`src/hdl/replay_and_rate_admission_assert.svh`:
```
// Assertion macros shared by the replay and rate admission block.
`ifndef REPLAY_AND_RATE_ADMISSION_ASSERT_SVH
`define REPLAY_AND_RATE_ADMISSION_ASSERT_SVH

// Same-cycle implication, checked at every rising clock edge outside reset.
`define RAR_ASSERT_IMPLY(label, ante, cons, msg) \
   label: assert property (@(posedge clock) disable iff (reset) (ante) |-> (cons)) \
      else $error(msg);

// Next-cycle implication, checked at every rising clock edge outside reset.
`define RAR_ASSERT_NEXT(label, ante, cons, msg) \
   label: assert property (@(posedge clock) disable iff (reset) (ante) |=> (cons)) \
      else $error(msg);

`endif

```
`src/hdl/rar_ram.sv`:
```
// Generic single-port-write, single-port-read memory with registered read data.
`timescale 1ns / 1ps

module rar_ram #(
   parameter int WIDTH = 8,
   parameter int DEPTH = 16
) (
   input  logic                                        clock,
   input  logic                                        wr_en,
   input  logic [((DEPTH > 1) ? $clog2(DEPTH) : 1)-1:0] wr_addr,
   input  logic [WIDTH-1:0]                            wr_data,
   input  logic                                        rd_en,
   input  logic [((DEPTH > 1) ? $clog2(DEPTH) : 1)-1:0] rd_addr,
   output logic [WIDTH-1:0]                            rd_data
);

   logic [WIDTH-1:0] mem_ff [DEPTH];
   logic [WIDTH-1:0] rd_data_ff;

   always_ff @(posedge clock) begin
      if (wr_en) begin
         mem_ff[wr_addr] <= wr_data;
      end
      if (rd_en) begin
         rd_data_ff <= mem_ff[rd_addr];
      end
   end

   assign rd_data = rd_data_ff;

endmodule

```
`config.mk`:
```
export PLATFORM = sky130hd
export DESIGN_NAME = rar_ram
export DESIGN_NICKNAME = d
export VERILOG_FILES = /design/src/hdl/replay_and_rate_admission_assert.svh /design/src/hdl/rar_ram.sv
export SDC_FILE = /design/constraint.sdc
export NUM_CORES = 1
export LEC_CHECK = 0
export BUFFER_PORTS_ARGS = -buffer_cell sky130_fd_sc_hd__buf_2
export CORE_MARGIN = 2
export CORE_UTILIZATION = 35
export CTS_CLUSTER_SIZE = 24
export DETAILED_ROUTE_END_ITERATION = 10
export PLACE_DENSITY_LB_ADDON = 0.2
export SYNTH_ARGS = -nofsm -noshare
export SYNTH_HDL_FRONTEND = slang
export SYNTH_SLANG_ARGS = --single-unit
```
`constraint.sdc`:
```
create_clock -name clock -period 1.7 [get_ports clock]
set_clock_uncertainty 0.05 [all_clocks]
set_input_delay 0.255 -clock clock [delete_from_list [all_inputs] [get_ports clock]]
set_output_delay 0.255 -clock clock [all_outputs]
set_load 0.1 [all_outputs]
```
==> flow_summary.ini <==
[timing]
fin_ws_ns = 0.149
post-route-min-period_ns = 1.55
fin_crit_sh = 0.912
drv_slew = 0
worst_pin_slew_ns = 0.813
fin_hold_ws_ns = 0.164
hold_violations = 0
max_slew_margin = 0.457
rsz0062_at_grt = no
setup_viol = 0
max_clock_freq_mhz = 645

[die]
die_y_um = 126
io-pin-count = 27
rows = 44
die_area_mm2 = 0.0159
die_w_um = 126
start_util = 0.358
coreArea_mm2 = 0.0146

[synthesis]
synth_cell_type_count = 18
synth_nets = 248
avgSynthCellArea_um2 = 22.8
syn_area_mm2 = 0.00523
synth-seq-cells = 136
ys_seq_area_frac = 0.781
synth_cells = 229
ys.warnings.count = 0

[clocking]
post-cts-setup-buffers = 0
cts_sinks = 136
insertion_delay_ns = 0.41
cts-buffers-inserted = 17
ctsHtreeMaxLevel = 4
cts.clk_slew.worst_paths_ns = 0.05
cts_tree = done
cts_hold_buf = 0
cts-root-buf = clkbuf_16
clockBufferDepth = 2
cts_resized = 0

[power_and_ir_drop]
p_sw_mw = 1.55
p_int_mw = 5.87
power.density_mw_per_mm2 = 1190
seq_power_share = 0.512
peakVddDrop_mv = 0.723
clockPowerShare = 0.423
swShare = 0.209
comb_power_share = 0.065
p_leak_nw = 2.09

[placed_design]
place_ws_ns = -0.173
hpwlAfterDp_mm = 6.82
io_buffers = 26
postPlaceCellArea_mm2 = 0.00573
place_congestion = 0.709

[hold_path]
hold_path.class = input pin to flop
worstHoldEndpoint = rd_data[4]
min_from = rd_en
hold_depth = 1

[worst_setup_path]
critPathTopFamily = multiplexers
reg2reg_depth = 3
crit_chain = mux4_2 > a22oi_1 > nand2_1
slowest_stage = mux4_2
arrival_ns = 1.64
max_stage_delay_ns = 0.46
crit_buf_inv = 0
end_kind = flop
r2r_end = rd_data[6]
cp_data_required_time_ns = 1.79
regToRegSetupSlack_ns = 0.15
r2r_start = mem_ff[3][6]
startpoint = mem_ff[3][6]
critPathKind = flop to flop
cp_max_fo = 1
cp-start-kind = flop

[global_routing]
grt_pass1_wl_mm = 15.9
grt_antenna_before_repair = 0
grt_pass1_vias = 2546
gr-usage-all-layers = 0.141
overflow = 0
grt_max_degree = 30

[status]
status = finished clean

[route]
via_count = 2451
first_iter_violations = 242
wl_mm = 10.5
wl_per_cell_um = 21.8
via_per_inst = 5.10
ant_nets = 0
drcViolationCount = 0
drtPass1Iterations = 4

[cells_and_area]
nNetsFinal = 308
num_antenna_cells = 0
drive_above_1_share = 0.306
area_growth_pct = 19.1
design_area_mm2 = 0.00623

[flow_run]
drv_cap = 0
## layer usage
layer  vias to the layer above  part of all wire  GRT usage
li1                       1100                 -          -
met1                      1278              0.48      0.200
met2                        65              0.47      0.208
met3                         8             0.047     0.0446
met4                         0            0.0063     0.0485
met5                         -                 0          0
## Yosys cell counts
cell             number  area (µm²)
a22oi_1              16         120
buf_2                 3        15.0
nor2b_1               1        6.26
edfxtp_1            136        4080
nand3_1               1        5.00
nor2_1               13        48.8
clkdlybuf4s25_2       3        30.0
mux4_1               14         368
nand2b_1              2        12.5
and2_1                1        6.26
or3b_2                1        8.76
nand2_1               9        33.8
buf_6                 3        33.8
mux4_2               18         405
buf_4                 1        7.51
nand3b_1              2        15.0
and2b_1               1        7.51
nor3_1                4        20.0
## area by class of cell
| type | instances | area [µm²] |
|---|---|---|
| tap | 184 | 230 |
| sequential | 136 | 4080 |
| multi-input combinational | 83 | 1060 |
| clock buffer | 19 | 433 |
| timing repair buffer | 51 | 355 |
| fill | 1258 | 8360 |
| clock inverter | 8 | 61.3 |
## cell families after synthesis
logic type | count (synthesis) | synth area share
AOI/OAI and AO/OA | 16 | 0.0230
buffers and inverters | 10 | 0.0165
DFF | 136 | 0.781
muxes | 32 | 0.148
and+or+nand+nor | 35 | 0.0314
## flip-flops by register name (all words and copies together) (netlist names)
| signal | count |
|---|---|
| rd_data | 8 |
| mem_ff | 128 |
## cell usage in the layout (no fill, tap or decap)
cell / instances
nor3_2: 1
nand3_1: 1
buf_4: 22
mux4_2: 18
mux4_1: 14
a22oi_1: 16
bufinv_16: 1
buf_12: 3
nor3_1: 3
nand2b_1: 2
clkinv_2: 1
edfxtp_1: 136
clkbuf_1: 2
and2b_1: 1
buf_2: 26
nor2_1: 13
or3b_2: 1
clkinv_1: 5
nand3b_1: 2
clkinvlp_4: 1
nor2b_1: 1
nand2_1: 9
clkbuf_16: 17
and2_1: 1
## worst max-delay path by stage
stage                      end  slack, ns  cells past startpoint
finish              rd_data[6]       0.15                      3
detailed placement  rd_data[0]      -0.17                      5
CTS                 rd_data[0]       0.14                      1
global placement    rd_data[0]      -0.16                      5
global route        rd_data[0]       0.12                      1
floorplan           rd_data[1]       0.11                      5
## stage by stage
| stage | power (mW) | std cells | utilization | setup TNS, ns |
|---|---|---|---|---|
| after global placement | 4.35 | 454 | 0.393 | -0.955 |
| after detailed placement | 4.36 | 454 | 0.393 | -1.05 |
| final | 7.42 | 481 | 0.427 | 0 |
| after CTS | 7.50 | 481 | 0.427 | 0 |
| after global routing | 7.67 | 481 | 0.427 | 0 |
| after floorplan | 4.17 | 229 | - | 0 |
## power by group through the flow
stage | Combinational, mW | Sequential, mW | Clock, mW
6_report | 0.481 | 3.80 | 3.14
5_1_grt | 0.513 | 3.81 | 3.35
2_1_floorplan | 0.191 | 3.98 | 0
3_5_place_dp | 0.491 | 3.87 | 0
4_1_cts | 0.491 | 3.80 | 3.21
3_3_place_gp | 0.485 | 3.87 | 0
Power figures use the tool's default switching activity.
