`config.mk`:
```
export PLATFORM = sky130hd
export DESIGN_NAME = rar_bucket
export DESIGN_NICKNAME = d
export VERILOG_FILES = /design/src/hdl/replay_and_rate_admission_assert.svh /design/src/hdl/rar_pkg.sv /design/src/hdl/rar_bucket.sv
export SDC_FILE = /design/constraint.sdc
export NUM_CORES = 2
export LEC_CHECK = 0
export BUFFER_PORTS_ARGS = -buffer_cell sky130_fd_sc_hd__buf_2
export CAP_MARGIN = 30
export CORE_ASPECT_RATIO = 1.4
export CORE_MARGIN = 5
export CORE_UTILIZATION = 55
export CTS_BUF_LIST = sky130_fd_sc_hd__clkbuf_4
export DETAILED_ROUTE_END_ITERATION = 8
export PLACE_DENSITY = 0.84
export SLEW_MARGIN = 40
export SYNTH_ARGS = -nofsm -noshare
export SYNTH_HDL_FRONTEND = slang
export SYNTH_SLANG_ARGS = --single-unit
```
`constraint.sdc`:
```
create_clock -name clock -period 7.2 [get_ports clock]
set_clock_uncertainty 0.1 [all_clocks]
set_input_delay 0.36 -clock clock [delete_from_list [all_inputs] [get_ports clock]]
set_output_delay 0.36 -clock clock [all_outputs]
set_load 0.01 [all_outputs]
```
`src/hdl/replay_and_rate_admission_assert.svh`:
```
// Assertion macros shared by the replay and rate admission block.
`ifndef REPLAY_AND_RATE_ADMISSION_ASSERT_SVH
`define REPLAY_AND_RATE_ADMISSION_ASSERT_SVH

// Same-cycle implication, checked at every rising clock edge outside reset.
`define RAR_ASSERT_IMPLY(label, ante, cons, msg) \
   label: assert property (@(posedge clock) disable iff (reset) (ante) |-> (cons)) \
      else $error(msg);

// Next-cycle implication, checked at every rising clock edge outside reset.
`define RAR_ASSERT_NEXT(label, ante, cons, msg) \
   label: assert property (@(posedge clock) disable iff (reset) (ante) |=> (cons)) \
      else $error(msg);

`endif

```
`src/hdl/rar_pkg.sv`:
```
// Types and constants shared by the replay and rate admission block.
`timescale 1ns / 1ps

package rar_pkg;

   localparam int QID_W       = 64;
   localparam int TIME_W      = 64;
   localparam int LEVEL_W     = 8;
   localparam int WINDOW_W    = 32;
   localparam int RATE_W      = 8;
   localparam int SLOT_FLD_W  = 4;
   localparam int PROD_W      = TIME_W + RATE_W;
   localparam int CSR_INDEX_W = 2;
   localparam int CSR_DATA_W  = 32;

   localparam logic [1:0] VERDICT_ACCEPT = 2'd0;
   localparam logic [1:0] VERDICT_REPLAY = 2'd1;
   localparam logic [1:0] VERDICT_RATE   = 2'd2;

   localparam logic KIND_ADMIT = 1'b0;
   localparam logic KIND_OPEN  = 1'b1;

   localparam logic [CSR_INDEX_W-1:0] CSR_WINDOW = 2'd0;
   localparam logic [CSR_INDEX_W-1:0] CSR_RATE   = 2'd1;
   localparam logic [CSR_INDEX_W-1:0] CSR_BURST  = 2'd2;

   typedef struct packed {
      logic                  kind;
      logic [SLOT_FLD_W-1:0] peer_slot;
      logic [QID_W-1:0]      query_id_high;
      logic [QID_W-1:0]      query_id_low;
      logic [TIME_W-1:0]     now_s;
      logic                  is_find;
   } req_type;

   typedef struct packed {
      logic [1:0]         verdict;
      logic [LEVEL_W-1:0] tokens_left;
   } rsp_type;

   typedef struct packed {
      logic load;
      logic fill;
      logic diff;
      logic mul;
      logic apply;
   } bucket_ctl_type;

endpackage

```
`src/hdl/rar_bucket.sv`:
```
// Token bucket arithmetic for one peer slot: refill, capping and token spend.
`timescale 1ns / 1ps

module rar_bucket (
   input  logic                          clock,
   input  rar_pkg::bucket_ctl_type       ctl,
   input  logic [rar_pkg::LEVEL_W-1:0]   row_level,
   input  logic [rar_pkg::TIME_W-1:0]    row_refill,
   input  logic [rar_pkg::TIME_W-1:0]    now,
   input  logic [rar_pkg::LEVEL_W-1:0]   burst,
   input  logic [rar_pkg::RATE_W-1:0]    rate,
   output logic [rar_pkg::LEVEL_W-1:0]   level,
   output logic [rar_pkg::TIME_W-1:0]    refill,
   output logic                          deny
);

   logic [rar_pkg::LEVEL_W-1:0]  level_ff, level_in;
   logic [rar_pkg::TIME_W-1:0]   refill_ff, refill_in;
   logic [rar_pkg::TIME_W-1:0]   diff_ff, diff_in;
   logic                         gt_ff, gt_in;
   logic [rar_pkg::PROD_W-1:0]   prod_ff, prod_in;
   logic                         deny_ff, deny_in;
   logic [rar_pkg::TIME_W-1:0]   eff_refill;
   logic [rar_pkg::PROD_W:0]     sum;
   logic [rar_pkg::LEVEL_W-1:0]  capped;

   assign eff_refill = (refill_ff == '0) ? now : refill_ff;
   assign sum = (rar_pkg::PROD_W + 1)'(level_ff) + (rar_pkg::PROD_W + 1)'(prod_ff);

   always_comb begin
      if (!gt_ff) begin
         capped = level_ff;
      end else if (sum > (rar_pkg::PROD_W + 1)'(burst)) begin
         capped = burst;
      end else begin
         capped = sum[rar_pkg::LEVEL_W-1:0];
      end
   end

   always_comb begin
      level_in  = level_ff;
      refill_in = refill_ff;
      diff_in   = diff_ff;
      gt_in     = gt_ff;
      prod_in   = prod_ff;
      deny_in   = deny_ff;
      if (ctl.load) begin
         level_in  = row_level;
         refill_in = row_refill;
         deny_in   = 1'b0;
      end else if (ctl.fill) begin
         level_in  = burst;
         refill_in = now;
         deny_in   = 1'b0;
      end else if (ctl.diff) begin
         if (refill_ff == '0) begin
            level_in = burst;
         end
         refill_in = eff_refill;
         diff_in   = now - eff_refill;
         gt_in     = now > eff_refill;
      end else if (ctl.mul) begin
         prod_in = rar_pkg::PROD_W'(diff_ff) * rar_pkg::PROD_W'(rate);
      end else if (ctl.apply) begin
         if (gt_ff) begin
            refill_in = now;
         end
         if (capped == '0) begin
            deny_in  = 1'b1;
            level_in = capped;
         end else begin
            deny_in  = 1'b0;
            level_in = capped - 1'b1;
         end
      end
   end

   always_ff @(posedge clock) begin
      level_ff  <= level_in;
      refill_ff <= refill_in;
      diff_ff   <= diff_in;
      gt_ff     <= gt_in;
      prod_ff   <= prod_in;
      deny_ff   <= deny_in;
   end

   assign level  = level_ff;
   assign refill = refill_ff;
   assign deny   = deny_ff;

endmodule

```
==> results.json <==
{
  "path_class": "flip-flop to flip-flop",
  "fmax_mhz": 142,
  "synth_largest_area_cell": "fa_1",
  "grt_pass1_wl_um": 143000,
  "cp_data_required_time_ns": 7.61,
  "gr-total-overflow": 0,
  "ys_async_sr_fraction": 0,
  "clockPowerShare": 0.104,
  "status": "finished clean",
  "cts_tree": "done",
  "min_to": "diff_ff[18]",
  "final_antenna_net_count": 0,
  "wl_um": 89600,
  "synth-edff-count": 209,
  "ir_worst_vdd_mv": 0.209,
  "ys_types": 81,
  "slowest_delay_ns": 0.48,
  "io_buffers": 230,
  "core_region_area_mm2": 0.0533,
  "cts.sinks": 210,
  "worst_r2r_endpoint": "gt_ff",
  "detail_route.vias_per_cell": 6.08,
  "clockBufferDepth": 3,
  "mostFrequentLayoutCell": "nand2_1",
  "utilization": 0.640,
  "gp_congestion": 0.981,
  "antenna_found_initial": 5,
  "synth_top_area_share": 0.252,
  "synth_area_leaders": "fa_1, edfxtp_1, ha_1",
  "critPathArrivalTime_ns": 7.44,
  "hold_depth": 4,
  "syn_avg_cell_area_um2": 8.84,
  "tightest_slew_ns": 0.841,
  "rows": 100,
  "synth_fp_nets": 4069,
  "synth_seq_area_share": 0.212,
  "cts_buffers": 53,
  "report.final.slew_viol_count": 0,
  "ys.flop_type": "edfxtp_1",
  "internal-power_mw": 5.70,
  "max_slew_margin": 0.439,
  "combPwrFrac": 0.699,
  "num-nets-final": 4430,
  "r2r_start": "refill[18]",
  "worstSetupEndpointType": "flip-flop",
  "grt_start_max_net_pins": 102,
  "nFillCells": 4207,
  "ioPinCount": 231,
  "drive_above_1_share": 0.109,
  "worstSkewPairLatency_ns": 0.83,
  "layout.cells.non_filler": 4480,
  "hp-class": "input port to flip-flop",
  "drc_errors": 0,
  "syn_to_final_growth_pct": 14.8,
  "cellPowerDensity_mw_per_mm2": 316,
  "ys_warn_count": 0,
  "synth-seq-cells": 210,
  "seq_power_share": 0.197,
  "drt_first_pass_iters": 6,
  "min_period_ns": 7.02,
  "r2r_slack_ns": 0.18,
  "seq_area_mm2": 0.00630,
  "multi_input_area_mm2": 0.0215,
  "cts-root-buf": "clkbuf_4",
  "start_kind": "flip-flop",
  "crit_slowest_cell": "edfxtp_1",
  "syn_inst": 3363,
  "grt_pass1_vias": 28158,
  "drv_cap": 0,
  "power_leakage_nw": 15.5,
  "drtIter0Drc": 1977,
  "setup_violations": 0,
  "hp-start": "now[17]",
  "die_w_um": 206,
  "grt_use_total": 0.300,
  "swShare": 0.472,
  "worstPathMaxFanout": 18,
  "die-area_mm2": 0.0588,
  "final_cell_mix": "nand2_1, inv_1, fa_1",
  "dp_hpwl_um": 65400,
  "finalCritPeriodShare": 0.976,
  "die_h_um": 285,
  "switching_power_mw": 5.09,
  "reg2regPathDepth": 21,
  "p_total_mw": 10.8,
  "dp_cells": 4223,
  "crit_chain": "nor4_1 > nand4_1 > nor4_4 > buf_4 > buf_4 > a21oi_1 > ha_1 > nand4_1 > a21oi_1 > o31a_1 > o31ai_1 > o211ai_1 > a41o_1 > o41ai_1 > buf_4 > o31ai_1 > a31oi_1 > o21a_1 > a21oi_1 > a311oi_1 > a211oi_1",
  "syn-cell-area_mm2": 0.0297,
  "whs_ns": 0.0746,
  "initial_core_util": 0.557,
  "wl_per_cell_um": 20.0,
  "hold_viol": 0,
  "vias": 27254,
  "htreeDepth": 2,
  "clkTransAtPathRegs_ns": 0.07
}
-- stage by stage --
stage          area [um2]  TNS (ns)  setup WS, ns
2_1_floorplan       29700         0         0.473
3_3_place_gp        31700         0         0.167
3_5_place_dp        31700         0        0.0273
4_1_cts             34000         0         0.173
5_1_grt             34100  -0.00179      -0.00179
6_report            34100         0         0.176
-- power by group through the flow --
stage	registers (mW)	logic, mW	clock network [mW]
finish	2.12	7.54	1.12
global route	2.13	8.40	1.20
CTS	2.11	7.40	1.13
detailed placement	2.13	7.27	0
global placement	2.13	7.08	0
floorplan	2.05	5.44	0
-- cells in the mapped netlist (17+ instances only) --
cell type,n
nand2_1,493
inv_1,384
fa_1,374
a21oi_1,276
and2_1,215
edfxtp_1,209
ha_1,174
nor2_1,167
o21ai_0,145
clkbuf_1,117
xnor2_1,103
a21o_1,88
nand3_1,64
nand4_1,64
xor2_1,46
nor4_1,38
nor3_1,33
and3_1,31
nor2b_1,28
a211oi_1,26
o21a_1,20
nand2b_1,19
o21bai_1,19
a31oi_1,17
-- per-layer routing --
layer,track usage,wire length (um)
met2,0.515,43900
met1,0.351,31600
met5,0,34
met3,0.0571,7760
met4,0.166,6330
-- cell type report --
class,instances,area share
timing repair buffer,440,0.0939
sequential,210,0.185
inverter,384,0.0423
multi-input combinational,2635,0.632
clock inverter,20,0.00495
tap,714,0.0262
clock buffer,72,0.0158
antenna,5,0.000367
-- worst max-delay path by stage --
stage	depth (start not counted)	from	slack (ns)	end
final	21	refill[18]	0.18	gt_ff
after global routing	21	diff_ff[2]	-0.002	prod_ff[49]
after detailed placement	23	rate[7]	0.03	prod_ff[70]
after CTS	21	diff_ff[5]	0.17	prod_ff[70]
after global placement	23	rate[7]	0.17	prod_ff[70]
after floorplan	23	rate[7]	0.47	prod_ff[70]
-- sequential cells by signal, indices dropped and copies added (netlist names) --
register	count
deny	1
diff_ff	64
gt_ff	1
level	8
prod_ff	72
refill	64
-- critical path: cells and delay by family, from the launching register on --
kind	cells	cell delay, ns
compound gates	13	3.33
simple gates	4	1.62
buf+inv	3	0.78
flops	1	0.48
fa+ha+maj	1	0.39
-- cells by family after synthesis --
kind of cell / share of synthesized area
AND/OR/NAND/NOR: 0.202
XOR/XNOR: 0.0439
multiplexers: 0.00602
adder cells (fa/ha/maj): 0.325
AO/OA/AOI/OAI: 0.145
flip-flops: 0.212
buffers and inverters: 0.0660
-- timing repair --
item	CTS	global route
endpoints found under the hold margin	89	0
resized for setup	0	11
hold buffers	158	0
buffers inserted	0	1
endpoints found under the setup margin	0	8
(Power assumes the default switching activity.)
